## config.mk

```make
export PLATFORM = sky130hd
export DESIGN_NAME = two_stage_channel_event_scheduler_top
export DESIGN_NICKNAME = d
export VERILOG_FILES = /design/src/sv/tsces_pkg.sv /design/src/sv/tsces_core.sv /design/src/sv/two_stage_channel_event_scheduler_top.sv
export SDC_FILE = /design/constraint.sdc
export NUM_CORES = 1
export LEC_CHECK = 0
export ABC_AREA = 1
export ABC_CLOCK_PERIOD_IN_PS = 13700
export BUFFER_PORTS_ARGS = -buffer_cell sky130_fd_sc_hd__buf_2
export CORE_ASPECT_RATIO = 1.75
export CORE_MARGIN = 5
export CORE_UTILIZATION = 40
export DETAILED_ROUTE_END_ITERATION = 12
export PLACE_DENSITY = 0.58
export SLEW_MARGIN = 5
export SYNTH_ARGS = -nofsm -noshare
export SYNTH_HDL_FRONTEND = slang
export SYNTH_SLANG_ARGS = --single-unit
```

## constraint.sdc

```tcl
create_clock -name clk_i -period 13.7 [get_ports clk_i]
set_input_delay 2.055 -clock clk_i [delete_from_list [all_inputs] [get_ports clk_i]]
set_output_delay 2.055 -clock clk_i [all_outputs]
set_load 0.1 [all_outputs]
```

## src/sv/tsces_pkg.sv

```systemverilog
package tsces_pkg;

  // channel count, tick period of the counter and result limit per item
  localparam int unsigned CHANNELS       = 4;
  localparam int unsigned TICK_PERIOD_US = 1;
  localparam int unsigned MAX_RESULTS    = 4;

  localparam int unsigned CH_W     = 2;
  localparam int unsigned CH_IDX_W = (CHANNELS > 1) ? $clog2(CHANNELS) : 1;
  localparam int unsigned TIME_W   = 32;
  localparam int unsigned CNT_W    = $clog2(MAX_RESULTS + 1);
  localparam int unsigned RES_IDX_W = (MAX_RESULTS > 1) ? $clog2(MAX_RESULTS) : 1;

  typedef enum logic [1:0] {
    ST_EXPIRY   = 2'd0,
    ST_FORCED   = 2'd1,
    ST_REJECTED = 2'd2
  } status_e;

  typedef enum logic {
    FUNC_SET  = 1'b0,
    FUNC_TICK = 1'b1
  } func_e;

  typedef enum logic {
    REG_MIN_INTERVAL = 1'b0,
    REG_MAX_INTERVAL = 1'b1
  } reg_e;

  typedef struct packed {
    func_e              func;
    logic [CH_W-1:0]    channel;
    logic [TIME_W-1:0]  delay1_us;
    logic [TIME_W-1:0]  delay2_us;
    logic               level1;
    logic               level2;
    logic               second_enabled;
    logic               finish_on_rearm;
  } item_t;

  typedef struct packed {
    logic [CH_W-1:0] channel;
    logic            level;
    status_e         status;
  } result_t;

  typedef struct packed {
    result_t [MAX_RESULTS-1:0] res;
    logic    [CNT_W-1:0]       count;
  } batch_t;

  typedef struct packed {
    logic [TIME_W-1:0] min_us;
    logic [TIME_W-1:0] max_us;
  } cfg_t;

  // delay in microseconds to counter ticks
  function automatic logic [TIME_W-1:0] us_to_ticks(input logic [TIME_W-1:0] us);
    return us / TICK_PERIOD_US;
  endfunction

endpackage

```

## src/sv/tsces_core.sv

```systemverilog
module tsces_core (
  input  logic             clk_i,
  input  logic             rst_ni,
  input  logic             fire_i,
  input  tsces_pkg::item_t item_i,
  input  tsces_pkg::cfg_t  cfg_i,
  output tsces_pkg::batch_t batch_o
);
  import tsces_pkg::*;

  logic [TIME_W-1:0]   tick_q, tick_d;
  logic [CHANNELS-1:0] armed_q, armed_d;
  logic [CHANNELS-1:0] first_q, first_d;
  logic [CHANNELS-1:0] a1_q, a1_d;
  logic [CHANNELS-1:0] a2_q, a2_d;
  logic [CHANNELS-1:0] sec_en_q, sec_en_d;
  logic [CHANNELS-1:0] fin_q, fin_d;
  logic [TIME_W-1:0]   cmp_q [CHANNELS];
  logic [TIME_W-1:0]   cmp_d [CHANNELS];
  logic [TIME_W-1:0]   second_q [CHANNELS];
  logic [TIME_W-1:0]   second_d [CHANNELS];

  logic [CNT_W-1:0]    pos;
  logic [CH_IDX_W-1:0] ch_idx;
  logic                in_range;
  logic                reject;
  logic [TIME_W-1:0]   i1_c, i2_c;

  assign ch_idx   = CH_IDX_W'(item_i.channel);
  assign in_range = (int'(item_i.channel) < int'(CHANNELS));
  assign reject   = (item_i.delay1_us > cfg_i.max_us) ||
                    (item_i.second_enabled && (item_i.delay2_us > cfg_i.max_us));
  assign i1_c     = (item_i.delay1_us < cfg_i.min_us) ? cfg_i.min_us
                                                      : item_i.delay1_us;
  assign i2_c     = (item_i.second_enabled && (item_i.delay2_us < cfg_i.min_us))
                    ? cfg_i.min_us : item_i.delay2_us;

  always_comb begin
    batch_o  = '0;
    pos      = '0;
    tick_d   = tick_q;
    armed_d  = armed_q;
    first_d  = first_q;
    a1_d     = a1_q;
    a2_d     = a2_q;
    sec_en_d = sec_en_q;
    fin_d    = fin_q;
    cmp_d    = cmp_q;
    second_d = second_q;
    if (item_i.func == FUNC_TICK) begin
      tick_d = tick_q + TIME_W'(1);
      // every channel is checked once, ascending, against the advanced count
      for (int c = 0; c < int'(CHANNELS); c++) begin
        if (armed_q[c] && (cmp_q[c] == tick_d)) begin
          batch_o.res[pos[RES_IDX_W-1:0]].channel = CH_W'(c);
          batch_o.res[pos[RES_IDX_W-1:0]].status  = ST_EXPIRY;
          if (!first_q[c]) begin
            batch_o.res[pos[RES_IDX_W-1:0]].level = a1_q[c];
            if (sec_en_q[c]) begin
              first_d[c] = 1'b1;
              cmp_d[c]   = tick_d + us_to_ticks(second_q[c]);
            end else begin
              armed_d[c] = 1'b0;
              first_d[c] = 1'b0;
            end
          end else begin
            batch_o.res[pos[RES_IDX_W-1:0]].level = a2_q[c];
            armed_d[c] = 1'b0;
            first_d[c] = 1'b0;
          end
          pos = pos + CNT_W'(1);
        end
      end
      batch_o.count = pos;
    end else if (in_range) begin
      batch_o.res[0].channel = item_i.channel;
      if (reject) begin
        batch_o.res[0].level  = 1'b0;
        batch_o.res[0].status = ST_REJECTED;
        batch_o.count         = CNT_W'(1);
      end else begin
        if (armed_q[ch_idx] && fin_q[ch_idx]) begin
          // pending action fires before the channel is re-armed
          batch_o.res[0].level  = (sec_en_q[ch_idx] && first_q[ch_idx]) ? a2_q[ch_idx]
                                                                        : a1_q[ch_idx];
          batch_o.res[0].status = ST_FORCED;
          batch_o.count         = CNT_W'(1);
        end
        armed_d[ch_idx]  = 1'b1;
        first_d[ch_idx]  = 1'b0;
        a1_d[ch_idx]     = item_i.level1;
        a2_d[ch_idx]     = item_i.level2;
        sec_en_d[ch_idx] = item_i.second_enabled;
        fin_d[ch_idx]    = item_i.finish_on_rearm;
        second_d[ch_idx] = i2_c;
        cmp_d[ch_idx]    = tick_q + us_to_ticks(i1_c);
      end
    end
  end

  always_ff @(posedge clk_i or negedge rst_ni) begin
    if (!rst_ni) begin
      tick_q  <= '0;
      armed_q <= '0;
      first_q <= '0;
    end else if (fire_i) begin
      tick_q  <= tick_d;
      armed_q <= armed_d;
      first_q <= first_d;
    end
  end

  // per-channel payload, only looked at while the channel is armed
  always_ff @(posedge clk_i) begin
    if (fire_i) begin
      a1_q     <= a1_d;
      a2_q     <= a2_d;
      sec_en_q <= sec_en_d;
      fin_q    <= fin_d;
      cmp_q    <= cmp_d;
      second_q <= second_d;
    end
  end

endmodule

```

## src/sv/two_stage_channel_event_scheduler_top.sv

```systemverilog
// Two-stage event scheduler for four actor channels (ignition 1, ignition 2, fuel 1,
// fuel 2) on a 32-bit tick counter. A set beat (tuser 0) arms one channel
// with one or two delays and the actor level of each stage; a tick beat (tuser 1)
// advances the counter and fires every channel whose compare value it reaches, lowest
// channel first. An item is taken into an input register and is evaluated
// combinationally against the channel state, its results going into a result register
// that drains one beat per cycle while m_axis_tready is high. A set gives at most one
// result, a tick up to four, and the next item is evaluated in the cycle the last beat
// of the previous one is taken. Result beats of one item end with tlast.
module two_stage_channel_event_scheduler_top (
  input  logic        clk_i,
  input  logic        rst_ni,

  input  logic        s_axis_tvalid,
  output logic        s_axis_tready,
  // channel[1:0], delay1_us[33:2], delay2_us[65:34], level1[66],
  // level2[67], second_enabled[68], finish_on_rearm[69], zero pad [71:70]
  input  logic [71:0] s_axis_tdata,
  // func[0]
  input  logic        s_axis_tuser,

  output logic        m_axis_tvalid,
  input  logic        m_axis_tready,
  // out_channel[1:0], actor_level[2], zero pad [7:3]
  output logic [7:0]  m_axis_tdata,
  // status[1:0]
  output logic [1:0]  m_axis_tuser,
  output logic        m_axis_tlast,

  input  logic        cfg_valid_i,
  output logic        cfg_ready_o,
  input  logic        cfg_addr_i,
  input  logic [31:0] cfg_data_i
);
  import tsces_pkg::*;

  // configuration registers
  cfg_t cfg_q;

  // input register
  item_t in_q;
  logic  in_valid_q, in_valid_d;

  // result register, shifted down as beats leave
  result_t [MAX_RESULTS-1:0] res_q;
  logic    [CNT_W-1:0]       cnt_q;

  batch_t batch;
  logic   batch_free;
  logic   proc;
  logic   in_take;
  logic   out_take;

  assign out_take   = m_axis_tvalid && m_axis_tready;
  // result register is empty now or after the beat taken this cycle
  assign batch_free = (cnt_q == '0) || ((cnt_q == CNT_W'(1)) && m_axis_tready);
  assign proc       = in_valid_q && batch_free;
  assign s_axis_tready = !in_valid_q || proc;
  assign in_take    = s_axis_tvalid && s_axis_tready;

  always_comb begin
    in_valid_d = in_valid_q;
    if (in_take) begin
      in_valid_d = 1'b1;
    end else if (proc) begin
      in_valid_d = 1'b0;
    end
  end

  always_ff @(posedge clk_i or negedge rst_ni) begin
    if (!rst_ni) begin
      in_valid_q <= 1'b0;
    end else begin
      in_valid_q <= in_valid_d;
    end
  end

  always_ff @(posedge clk_i) begin
    if (in_take) begin
      in_q.func            <= func_e'(s_axis_tuser);
      in_q.channel         <= s_axis_tdata[1:0];
      in_q.delay1_us       <= s_axis_tdata[33:2];
      in_q.delay2_us       <= s_axis_tdata[65:34];
      in_q.level1          <= s_axis_tdata[66];
      in_q.level2          <= s_axis_tdata[67];
      in_q.second_enabled  <= s_axis_tdata[68];
      in_q.finish_on_rearm <= s_axis_tdata[69];
    end
  end

  // channel state and per-item evaluation
  tsces_core u_core (
    .clk_i  (clk_i),
    .rst_ni (rst_ni),
    .fire_i (proc),
    .item_i (in_q),
    .cfg_i  (cfg_q),
    .batch_o(batch)
  );

  always_ff @(posedge clk_i or negedge rst_ni) begin
    if (!rst_ni) begin
      cnt_q <= '0;
    end else if (proc) begin
      cnt_q <= batch.count;
    end else if (out_take) begin
      cnt_q <= cnt_q - CNT_W'(1);
    end
  end

  always_ff @(posedge clk_i) begin
    if (proc) begin
      res_q <= batch.res;
    end else if (out_take) begin
      for (int k = 0; k < int'(MAX_RESULTS) - 1; k++) begin
        res_q[k] <= res_q[k+1];
      end
    end
  end

  assign m_axis_tvalid = (cnt_q != '0);
  assign m_axis_tlast  = (cnt_q == CNT_W'(1));
  assign m_axis_tdata  = {5'b0, res_q[0].level, res_q[0].channel};
  assign m_axis_tuser  = res_q[0].status;

  // config writes are always accepted; the one address bit selects the min or max register
  assign cfg_ready_o = 1'b1;

  always_ff @(posedge clk_i or negedge rst_ni) begin
    if (!rst_ni) begin
      cfg_q.min_us <= TIME_W'(10);
      cfg_q.max_us <= TIME_W'(2000000);
    end else if (cfg_valid_i && cfg_ready_o) begin
      case (reg_e'(cfg_addr_i))
        REG_MIN_INTERVAL: cfg_q.min_us <= cfg_data_i;
        REG_MAX_INTERVAL: cfg_q.max_us <= cfg_data_i;
        default: ;
      endcase
    end
  end

endmodule

```

Yosys cells after proc, flatten, opt, wreduce, memory -nomap -nowiden
Index checks and enable logic that the tools add are counted.

Bitwise gates (word level): 7. Multiplexer cells: 125. Equal/unequal tests: 22. Add/sub/neg operators: 10. $lt $le $gt $ge: 14. Reduce and logical (&&, ||, !) cells: 41.

Operator list (number): 32-bit two-way mux (15); 128-bit bitwise mux (2); 128-bit two-way mux (2); 20-bit bitwise mux (12); 32-bit adder (5); 20-bit two-way mux (8); 32-bit equality test (4); 5-bit demux with 2-bit select (9); 32-bit demux with 2-bit select (1); 32-bit > comparator (2); 32-bit < comparator (2); 1-bit two-way mux (36); 3-bit two-way mux (12); 32-bit by 1-bit adder with 32-bit output, second input constant (1); 15-bit two-way mux (2); 5-bit two-way mux (4); 5-bit AND reduction (4); 1-bit logical AND (17); 4-bit bitwise mux (4); 4-bit two-way mux (4); 2-bit by 1-bit != test with 1-bit output, second input constant (8); 4-bit AND reduction (4); 3-bit AND reduction (5); 1-bit binary-select mux with 2-bit select (6); other kinds (25) (50).

Logic and storage cells: 264. Output and inout port bits: 14. Input bits: 111. Register bits after elaboration: 471.

Depth between registers and ports, before layout
Gate-level depths: netlist of run 1.

Depth in word-level cells: 28. Depth in mapped cells: 29. Depth with buffers taken out: 29.

Hierarchy
A second synthesis of run 1 with hierarchy kept.

Cells, all modules: 4042. Area, all modules: 33130.5 µm².

Modules (own cells, without submodules): tsces_core (area an instance 27332.5 µm², sequential area each 9168.8 µm², cells an instance 3609, times used 1); two_stage_channel_event_scheduler_top (area an instance 5798.1 µm², sequential area each 4445.5 µm², cells an instance 433, times used 1).

Worst setup path after synthesis of run 1
No wires, ideal clock.

Path type: in2reg. Start point: input m_axis_tready. End point: register u_core.cmp_q[64] (netlist bit), enable pin. Stages: 7. Path buffers: 1. Path slack: 7681 ps. Arrival time: 5549 ps. Data required time: 13230 ps. Library setup time: 470 ps. Cells stage by stage: nand2_1 > nand2_1 > inv_1 > nor2_2 > clkinv_1 > clkbuf_1 > a211oi_1.

Longest elaborated chain between the ends: 4.

RTL lines: from (decl) (line two_stage_channel_event_scheduler_top.sv:23) `input logic m_axis_tready,`; 1-bit logical AND (line two_stage_channel_event_scheduler_top.sv:56) `assign batch_free = (cnt_q == '0) || ((cnt_q == CNT_W'(1)) && m_axis_tready);`; 1-bit logical OR (line two_stage_channel_event_scheduler_top.sv:56); 1-bit logical AND (line two_stage_channel_event_scheduler_top.sv:57) `assign proc = in_valid_q && batch_free;`; net proc (line two_stage_channel_event_scheduler_top.sv:50) `logic proc;`; 5-bit AND reduction (no source line); to (signal assigned) (line tsces_core.sv:120) `cmp_q <= cmp_d;`; to (decl) (line tsces_core.sv:18) `logic [TIME_W-1:0] cmp_q [CHANNELS];`.

The timed path passes the listed nets, and every way through them passes these cells. A chain may end at the register's enable or synchronous reset.

==> results of run 1 <==
[logic make-up after synthesis]
| family | after synthesis | synth area share |
|---|---|---|
| compound gates | 891 | 0.149 |
| other cells | 2 | 0.000227 |
| flops | 465 | 0.407 |
| fa+ha+maj | 306 | 0.117 |
| simple gates | 1771 | 0.229 |
| xor+xnor | 116 | 0.0308 |
| buf+inv | 582 | 0.0679 |
[worst min-delay path, cell delays in order (launching register included)]
cell     delay [ns]
dfrtp_1        0.34
nand2_1        0.05
o21ai_0        0.05
[flip-flops by register name (all words and copies together), names as in the netlist, 9 cells and up]
name,cells
u_core.cmp_q,128
u_core.second_q,128
cfg_q,64
u_core.tick_q,32
res_q,9
in_q,71
[cell type report]
type,count,area (um^2)
Fill cell,8465,45600
Multi-Input combinational cell,3090,17500
Sequential cell,465,13400
Inverter,508,1910
Tap cell,1057,1320
Clock buffer,59,1320
Timing Repair Buffer,134,722
Clock inverter,30,350
Antenna cell,1,2.50
[metal layers]
layer | track usage | part of all wire | up-vias
met5 | 0 | 0 | -
met4 | 0.242 | 0.11 | 0
met1 | 0.285 | 0.34 | 13661
met2 | 0.514 | 0.51 | 895
li1 | - | - | 14329
met3 | 0.0272 | 0.039 | 386
[final timing paths]
check	from	end	slack (ns)	depth (start not counted)
max in group asynchronous	rst_ni	cfg_q[27]	11.04	2
max reg2reg	cfg_q[33]	u_core.cmp_q[118]	7.11	27
min in group asynchronous	rst_ni	u_core.tick_q[0]	1.41	1
min	cfg_q[16]	cfg_q[16]	0.48	2
max	cfg_q[33]	u_core.cmp_q[118]	7.11	27
min reg2reg	cfg_q[16]	cfg_q[16]	0.48	2
[report_power, final]
part           switching (mW)  internal (mW)  leakage, nW  total, mW
registers               0.166           1.82         4.62       1.99
logic                    2.12          0.838         11.3       2.96
clock network           0.615          0.803        0.804       1.42
[placed cells by master (no fill, tap or decap), types with 7 or more instances in the layout]
master	count
o21a_1	12
dfrtp_1	99
clkbuf_16	50
inv_1	491
nor3_1	57
o21ai_0	392
buf_4	18
ha_1	300
nor2_4	14
a31oi_1	45
or2_2	16
nand3b_1	20
o21ai_1	12
nand3_1	196
a21o_1	18
inv_2	15
nor2_1	303
o22ai_1	33
nor2_2	18
nor4_1	10
xor2_1	65
dfstp_2	9
xnor2_1	51
nand4_1	53
nand2_2	38
o2111ai_1	7
o31ai_1	7
a21boi_0	19
buf_2	115
edfxtp_1	357
a221oi_1	11
nand2_1	1023
o21bai_1	11
a21oi_1	287
clkinv_2	10
==> qor.txt, run 1 <==
Util after Layout = 0.445
Critical Path Max Stage Delay = 0.74 ns
Max stage delay cell, worst path = nand2_2
Initial core utilization = 0.402
Worst setup EP type = register
Maximum Capacitance Violations = 0
Final Instance Area = 36500 um^2
Latest clock arrival within the worst-skew pair = 0.64 ns
Leading cell type by number of instances after synthesis = nand2_1
ANT nets after route = 0
Status = completed
Cell mode on critical path = nand2_1
Min-delay worst type = reg -> reg
RD Place Congestion = 0.987
Total gr overflow = 0
# rows = 139
Die height = 390 um
Cell family with most CP delay = compound AO/OA/AOI/OAI gates
Crit Path Class = reg -> reg
Min Clock Period, post-route = 6.59 ns
Post-synth cell types = 62
Power Dens Cells = 174 nW/um^2
Relative slew slack = 0.189
Fin Clk Skew = 0.0279 ns
Global Route Usage Sum = 0.283
Root buffer cell = clkbuf_16
Final Power = 6.36 mW
RSZ-0062 raised after global routing = no
Primary FF master, synth = edfxtp_1
Worst-path clk slew = 0.07 ns
Post-Route Setup TNS = 0 ns
Residual DRC = 0
Synth Area per Inst = 7.99 um^2
Top post-synthesis cells by count = 1027 x nand2_1, 492 x inv_1, 392 x o21ai_0, 357 x edfxtp_1, 311 x nor2_1
Synth top area share = 0.325
Drt via density = 5.48
I/O Pins = 125
Final Max Slew Viols = 0
Final Hold Vio Count = 0
CP arrival = 6.93 ns
First-pass GRT wire length = 184000 um
Initial antenna violation count = 2
Cells after DPL = 5254
Post-Layout Cell Count = 5344
Max Root-Sink Buffers = 3
Routed vias = 29271
PostCTS Resize Cnt = 0
Final Cycle Share = 0.481
Fmax = 152 MHz
Pre-CTS setup slack = 7.13 ns
Die Footprint = 88600 um^2
Die W = 227 um
Wire per inst = 23.9 um
Peak VDD IR = 0.000129 V
Crit start category = register
Worst-margin pin slew = 1.21 ns
Vias in the first global route = 30070
Syn Std Cell Area = 33000 um^2
Pre-antenna DRT Iters = 6
Placed standard-cell area = 34900 um^2
Final wirelength = 128000 um
Crit-path max FO = 63
H-tree depth = 2
Cells after Synth = 4133
Top cells by area, synth = edfxtp_1 32%, nand2_1 12%, ha_1 11%
Hold_ws = 0.482 ns
Post-CTS Setup Bufs = 0
Yosys warns = 0
Sequential-to-total area share from yosys stat = 0.407
FF+latch count, synth = 465
Leak Pwr = 16.7 nW
Async set-reset flop share out of synthesis = 0.232
EDFF count, synth = 357
Port bufs = 116
DP HPWL = 106000 um
Largest net degree at the start of global routing = 72
Hold Buf Count CTS = 0
Layout cell share with drive strength beyond 1 = 0.0803
Post-synth top area cell = edfxtp_1
Buf/Inv on CP = 3
Num CTS Buffers = 48
CTS tree = yes
Nets = 4664
Core Region = 82100 um^2
Clk sinks = 465
Critical Path RT = 14.04 ns
Final worst setup slack = 7.11 ns
Final setup fails = 0
Area growth, synth to finish = 10.6%
Drt initial violations = 1909
No activity file was read; power rests on OpenSTA's default activity.
==> inputs of run 2 (changes only) <==
ABC_CLOCK_PERIOD_IN_PS = 6100   (was 13700)
clock period = 6.1 ns   (was 13.7 ns; I/O delays follow)
==> qor.txt, run 2 (synthesis results as in run 1) <==
Commonest non-fill, non-tap cells in the layout = 1023 x nand2_1, 491 x inv_1, 391 x o21ai_0, 357 x edfxtp_1, 303 x nor2_1
Leak Pwr = 16.8 nW (+0.71%)
Worst-path clk slew = 0.07 ns (about the same)
Final Hold Vio Count = 0 (unchanged)
Num CTS Buffers = 47 (-2.1%)
Worst setup EP type = register
Final wirelength = 127000 um (-0.31%)
Total gr overflow = 0 (unchanged)
Most common cell after layout, fill and taps aside = nand2_1
Cell mode on critical path = nand2_1
Largest regs = u_core.cmp_q x128, u_core.second_q x128, in_q x71
Final Power = 14.2 mW (+120%)
Crit start category = register
Die Footprint = 88600 um^2 (unchanged)
Die height = 390 um (unchanged)
Post-Layout Cell Count = 5370 (+0.49%)
Critical Path Max Stage Delay = 0.53 ns (-0.21 ns)
I/O Pins = 125 (unchanged)
Pre-antenna DRT Iters = 7 (+1)
Clk sinks = 465 (unchanged)
Vias in the first global route = 29895 (-0.58%)
Relative slew slack = 0.216 (+0.0264)
Post-Route Setup TNS = 0 ns (unchanged)
Min Clock Period, post-route = 5.64 ns (-0.953 ns)
Min-delay worst type = in -> async
Die W = 227 um (unchanged)
Placed standard-cell area = 35100 um^2 (+0.65%)
RD Place Congestion = 1.02 (+3.0%)
Crit-path cells = inv_1, ha_1, o21ai_0, nand2_1, nand3_1, a21oi_1, o211ai_1, nand2_1, nand2_1, nand2_2, o21ai_0, ha_1, fa_1, nand3_1, nand2_1, nand3_1, nand2_1, a21boi_0, o21ai_1, a21oi_1, inv_1, a21oi_1, xor2_1, o21ai_0
Final Instance Area = 36700 um^2 (+0.48%)
Drt initial violations = 1847 (-3.2%)
Routed vias = 29530 (+0.88%)
Peak VDD IR = 0.000293 V (+130%)
Crit Path Class = reg -> reg
Max Root-Sink Buffers = 3 (unchanged)
Root buffer cell = clkbuf_16
Buf/Inv on CP = 2 (-1)
Post-CTS Setup Bufs = 0 (unchanged)
Latest clock arrival within the worst-skew pair = 0.63 ns (about the same)
Final setup fails = 0 (unchanged)
Cells after DPL = 5284 (+0.57%)
Largest net degree at the start of global routing = 66 (-8.3%)
# rows = 139 (unchanged)
# diodes = 0 (-1)
Hold_ws = 0.300 ns (-0.183 ns)
Port bufs = 116 (unchanged)
Worst-margin pin slew = 1.16 ns (-0.0411 ns)
Layout cell share with drive strength beyond 1 = 0.0851 (+0.00483)
Status = completed
Fin Clk Skew = 0.0274 ns (-0.000527 ns)
Critical Path RT = 6.43 ns (-7.61 ns)
Initial antenna violation count = 1 (-1)
Fmax = 177 MHz (+17%)
Power Dens Cells = 387 nW/um^2 (+120%)
Cell family with most CP delay = compound AO/OA/AOI/OAI gates
Area growth, synth to finish = 11.1%
First-pass GRT wire length = 182000 um (-0.87%)
ANT nets after route = 0 (unchanged)
Maximum Capacitance Violations = 0 (unchanged)
Initial core utilization = 0.402 (unchanged)
Final Cycle Share = 0.925 (+0.444)
Core Region = 82100 um^2 (unchanged)
Nets = 4693 (+0.62%)
Wire per inst = 23.7 um (-0.79%)
CTS tree = yes
CP arrival = 5.97 ns (-0.96 ns)
H-tree depth = 2 (unchanged)
RSZ-0062 raised after global routing = no
Residual DRC = 0 (unchanged)
DP HPWL = 105000 um (-0.62%)
Global Route Usage Sum = 0.281 (-0.00252)
Crit-path max FO = 14 (-78%)
Max stage delay cell, worst path = dfstp_2
Drt via density = 5.50 (+0.40%)
Final Max Slew Viols = 0 (unchanged)
[run 2: cell types whose count changed in the layout (fill, tap and decap cells not counted), sizes merged]
cell / delta
clkbuf: +1
diode: -1
clkinv: -3
buf: +30
clkinvlp: -1
[run 2: report_power, final]
part           switching, mW  internal, mW  total, mW
Clock                   1.32          1.76       3.09
Sequential             0.343          4.08       4.43
Combinational           4.74          1.93       6.67
Total                   6.41          7.78       14.2
[run 2: layout make-up]
class / instances / area (um^2)
Clock buffer: 60 / 1290
Multi-Input combinational cell: 3090 / 17500
Fill cell: 8454 / 45400
Timing Repair Buffer: 164 / 947
Tap cell: 1057 / 1320
Sequential cell: 465 / 13400
Inverter: 508 / 1910
Clock inverter: 26 / 330
[run 2: worst register-to-register path, cell delays in order (launching register included)]
cell and delay, ns:
dfstp_2 0.53, inv_1 0.07, ha_1 0.27, o21ai_0 0.07, nand2_1 0.06, nand3_1 0.06, a21oi_1 0.26, o211ai_1 0.14
nand2_1 0.20, nand2_1 0.14, nand2_2 0.33, o21ai_0 0.29, ha_1 0.30, fa_1 0.44, nand3_1 0.09, nand2_1 0.09
nand3_1 0.08, nand2_1 0.09, a21boi_0 0.33, o21ai_1 0.30, a21oi_1 0.43, inv_1 0.12, a21oi_1 0.22, xor2_1 0.33
o21ai_0 0.14
[run 2: repair_timing]
action,in CTS,in global routing
setup endpoints to repair,0,3
hold buffers,0,0
resized for setup,0,1
[run 2: metal layers]
layer | track usage | routed length, um
met2 | 0.513 | 65400
met1 | 0.287 | 43200
met3 | 0.0245 | 5580
met5 | 0 | 14
met4 | 0.227 | 13100
[run 2: path summary, 6_finish.rpt]
path | from | endpoint | slack [ns] | cells past startpoint
min reg2reg | cnt_q[1] | cnt_q[1] | 0.48 | 2
max reg2reg | cfg_q[33] | u_core.cmp_q[82] | 0.46 | 24
min in group clk_i | s_axis_tdata[0] | in_q[68] | 0.47 | 1
max in group asynchronous | rst_ni | u_core.tick_q[29] | 4.71 | 2
max | cfg_q[33] | u_core.cmp_q[82] | 0.46 | 24
min | rst_ni | cfg_q[3] | 0.30 | 1
[run 2: stage by stage]
step | setup WS (ns) | utilization
floorplan | 0.184 | -
global placement | 0.365 | 0.427
detailed placement | 0.343 | 0.427
CTS | 0.330 | 0.447
global route | 0.200 | 0.447
finish | 0.458 | 0.447
==> inputs of run 3 (changes only) <==
ABC_AREA = unset   (was 1)
==> qor.txt, run 3 <==
CTS tree = yes
Primary FF master, synth = edfxtp_1
Area growth, synth to finish = 16.8%
Largest net degree at the start of global routing = 63 (-4.5%)
Final Power = 12.4 mW (-13%)
Util after Layout = 0.470 (+0.0225)
Critical Path Start = cfg_q[33]
Clock share of power = 0.243 (+0.025)
Post-Route Setup TNS = 0 ns (unchanged)
Min-delay worst type = in -> async
Final setup fails = 0 (unchanged)
Psw = 4.89 mW (-24%)
Async set-reset flop share out of synthesis = 0.232 (unchanged)
Port bufs = 116 (unchanged)
Min Clock Period, post-route = 5.94 ns (+0.297 ns)
Crit Path Class = reg -> reg
Final Hold Vio Count = 0 (unchanged)
H-tree depth = 2 (unchanged)
Sw frac = 0.394 (-0.0577)
Crit start category = register
Layout cell share with drive strength beyond 1 = 0.178 (+0.0925)
Drt via density = 5.96 (+8.4%)
Leak Pwr = 16.1 nW (-4.2%)
Core Region = 84200 um^2 (+2.5%)
Max Root-Sink Buffers = 3 (unchanged)
Top routing layer in use = met4
Final wirelength = 135000 um (+6.4%)
Worst setup EP type = register
Maximum Capacitance Violations = 0 (unchanged)
Sequential-to-total area share from yosys stat = 0.397 (-0.00969)
CP arrival = 6.28 ns (+0.31 ns)
Nets = 4160 (-11%)
Total gr overflow = 0 (unchanged)
Top cells by area, synth = edfxtp_1 32%, ha_1 11%, dfrtp_1 7.3%
ANT nets after route = 0 (unchanged)
Cells after DPL = 4760 (-9.9%)
Commonest non-fill, non-tap cells in the layout = 357 x edfxtp_1, 312 x nand2_1, 312 x buf_4, 299 x ha_1, 263 x o21ai_0
Buf/Inv on CP = 11 (+9)
EDFF count, synth = 357 (unchanged)
Final Cycle Share = 0.974 (+0.0487)
Int Pwr = 7.51 mW (-3.4%)
Die Footprint = 90700 um^2 (+2.4%)
# rows = 141 (+1.4%)
Vias in the first global route = 29380 (-1.7%)
Die height = 395 um (+1.2%)
Wire per inst = 27.9 um (+18%)
Drt initial violations = 1968 (+6.6%)
Post-synth cell types = 95 (+53%)
Top post-synthesis cells by count = 357 x edfxtp_1, 312 x nand2_1, 300 x ha_1, 267 x o21ai_0, 185 x a21oi_1
Cells after Synth = 3398 (-18%)
Cell mode on critical path = buf_4
FF+latch count, synth = 465 (unchanged)
Clk sinks = 465 (unchanged)
Peak VDD IR = 0.000274 V (-6.5%)
Relative slew slack = 0.305 (+0.0891)
Num CTS Buffers = 48 (+2.1%)
Root buffer cell = clkbuf_16
Final Max Slew Viols = 0 (unchanged)
Status = completed
Largest regs = u_core.cmp_q x128, u_core.second_q x128, in_q x71
Residual DRC = 0 (unchanged)
Synth Area per Inst = 9.96 um^2 (+25%)
RD Place Congestion = 1.04 (+1.9%)
Yosys warns = 0 (unchanged)
Fmax = 168 MHz (-5.0%)
Fin Clk Skew = 0.0410 ns (+0.0137 ns)
FILL cells = 7927 (-6.2%)
DR WL met3 = 5610 um (+0.56%)
Critical Path RT = 6.44 ns (about the same)
Global Route Usage Sum = 0.290 (+0.00943)
DP HPWL = 110000 um (+4.4%)
Reg2Reg Launch Point = cfg_q[33]
Crit-path max FO = 13 (-1)
First-pass GRT wire length = 194000 um (+6.5%)
Post-synth top area cell = edfxtp_1
Power Dens Cells = 314 nW/um^2 (-19%)
Latest clock arrival within the worst-skew pair = 0.63 ns (about the same)
Max stage delay cell, worst path = dfstp_2
Post-Layout Cell Count = 4856 (-9.6%)
Syn Std Cell Area = 33800 um^2 (+2.4%)
Most common cell after layout, fill and taps aside = edfxtp_1
Synth top area share = 0.317 (-0.00773)
WL met2 = 67800 um (+3.6%)
Pre-antenna DRT Iters = 6 (-1)
Routed vias = 28951 (-2.0%)
Sequential Power Share = 0.352 (+0.040)
Initial antenna violation count = 2 (+1)
Hold Buf Count CTS = 0 (unchanged)
Worst-path clk slew = 0.07 ns (about the same)
Comb pwr share = 0.405 (-0.065)
Cell family with most CP delay = compound AO/OA/AOI/OAI gates
Initial core utilization = 0.402 (about the same)
Die W = 230 um (+1.2%)
M1 wire length = 48400 um (+12%)
Critical Path Max Stage Delay = 0.54 ns (about the same)
I/O Pins = 125 (unchanged)
Worst-margin pin slew = 1.04 ns (-0.124 ns)
Leading cell type by number of instances after synthesis = edfxtp_1
run 3: logic make-up after synthesis:
| kind of cell | Yosys count | share of synthesized area |
|---|---|---|
| muxes | 90 | 0.0300 |
| xor gates and xnor gates | 296 | 0.0895 |
| AOI/OAI and AO/OA | 935 | 0.181 |
| DFF | 465 | 0.397 |
| and+or+nand+nor | 1010 | 0.153 |
| other | 2 | 0.000222 |
| buffers and inverters | 294 | 0.0348 |
| adders and majority gates | 306 | 0.114 |
run 3: cell type report:
cell class / count / area (um^2) / area share
Clock buffer: 58 / 1280 / 0.0324
Inverter: 149 / 559 / 0.0142
Tap cell: 1072 / 1340 / 0.0339
Sequential cell: 465 / 13400 / 0.340
Clock inverter: 32 / 294 / 0.00744
Antenna cell: 1 / 2.50 / 0.0000633
Timing Repair Buffer: 436 / 3090 / 0.0782
Multi-Input combinational cell: 2643 / 19500 / 0.494
run 3: final timing paths:
check,slack (ns),cells past startpoint,endpoint
max,0.16,29,u_core.cmp_q[61]
min,0.30,1,u_core.first_q[3]
max reg2reg,0.16,29,u_core.cmp_q[61]
min reg2reg,0.50,1,cfg_q[1]
max in group asynchronous,4.50,2,cfg_q[4]
min in group clk_i,0.46,1,in_q[0]
run 3: what timing repair did:
item                                    CTS  global route
endpoints found under the setup margin   43            29
gates resized for setup                  14            11
buffers inserted                          2             3
pin swaps                                 3             5
endpoints found under the hold margin     0             0
run 3: power by group through the flow:
stage / clock [mW] / sequential, mW / combinational (mW)
floorplan: 0 / 4.26 / 3.14
global placement: 0 / 4.42 / 4.80
detailed placement: 0 / 4.43 / 4.86
CTS: 3.07 / 4.36 / 4.94
global route: 3.19 / 4.40 / 5.46
finish: 3.01 / 4.37 / 5.02
run 3: worst reg2reg max path: cells and delay by family, from the launching register on:
kind                     cells  cell delay [ns]
AO/OA/AOI/OAI               13             2.51
buffers and inverters       11             1.63
adder cells (fa/ha/maj)      2             0.60
flip-flops                   1             0.54
XOR/XNOR                     1             0.25
AND/OR/NAND/NOR              2             0.15
run 3: metal layers:
| metal | up-vias | global-route usage |
|---|---|---|
| li1 | 13506 | - |
| met1 | 14015 | 0.309 |
| met2 | 1024 | 0.519 |
| met3 | 406 | 0.0301 |
| met4 | 0 | 0.231 |
| met5 | - | 0 |
run 3: per-stage QoR:
step	setup WS, ns	cell area, um^2	hold WS [ns]
floorplan	0.259	33900	0.459
global placement	-0.620	37800	0.476
detailed placement	-0.648	37800	0.484
CTS	0.0512	39400	0.326
global route	-0.0101	39500	0.347
finish	0.160	39500	0.301
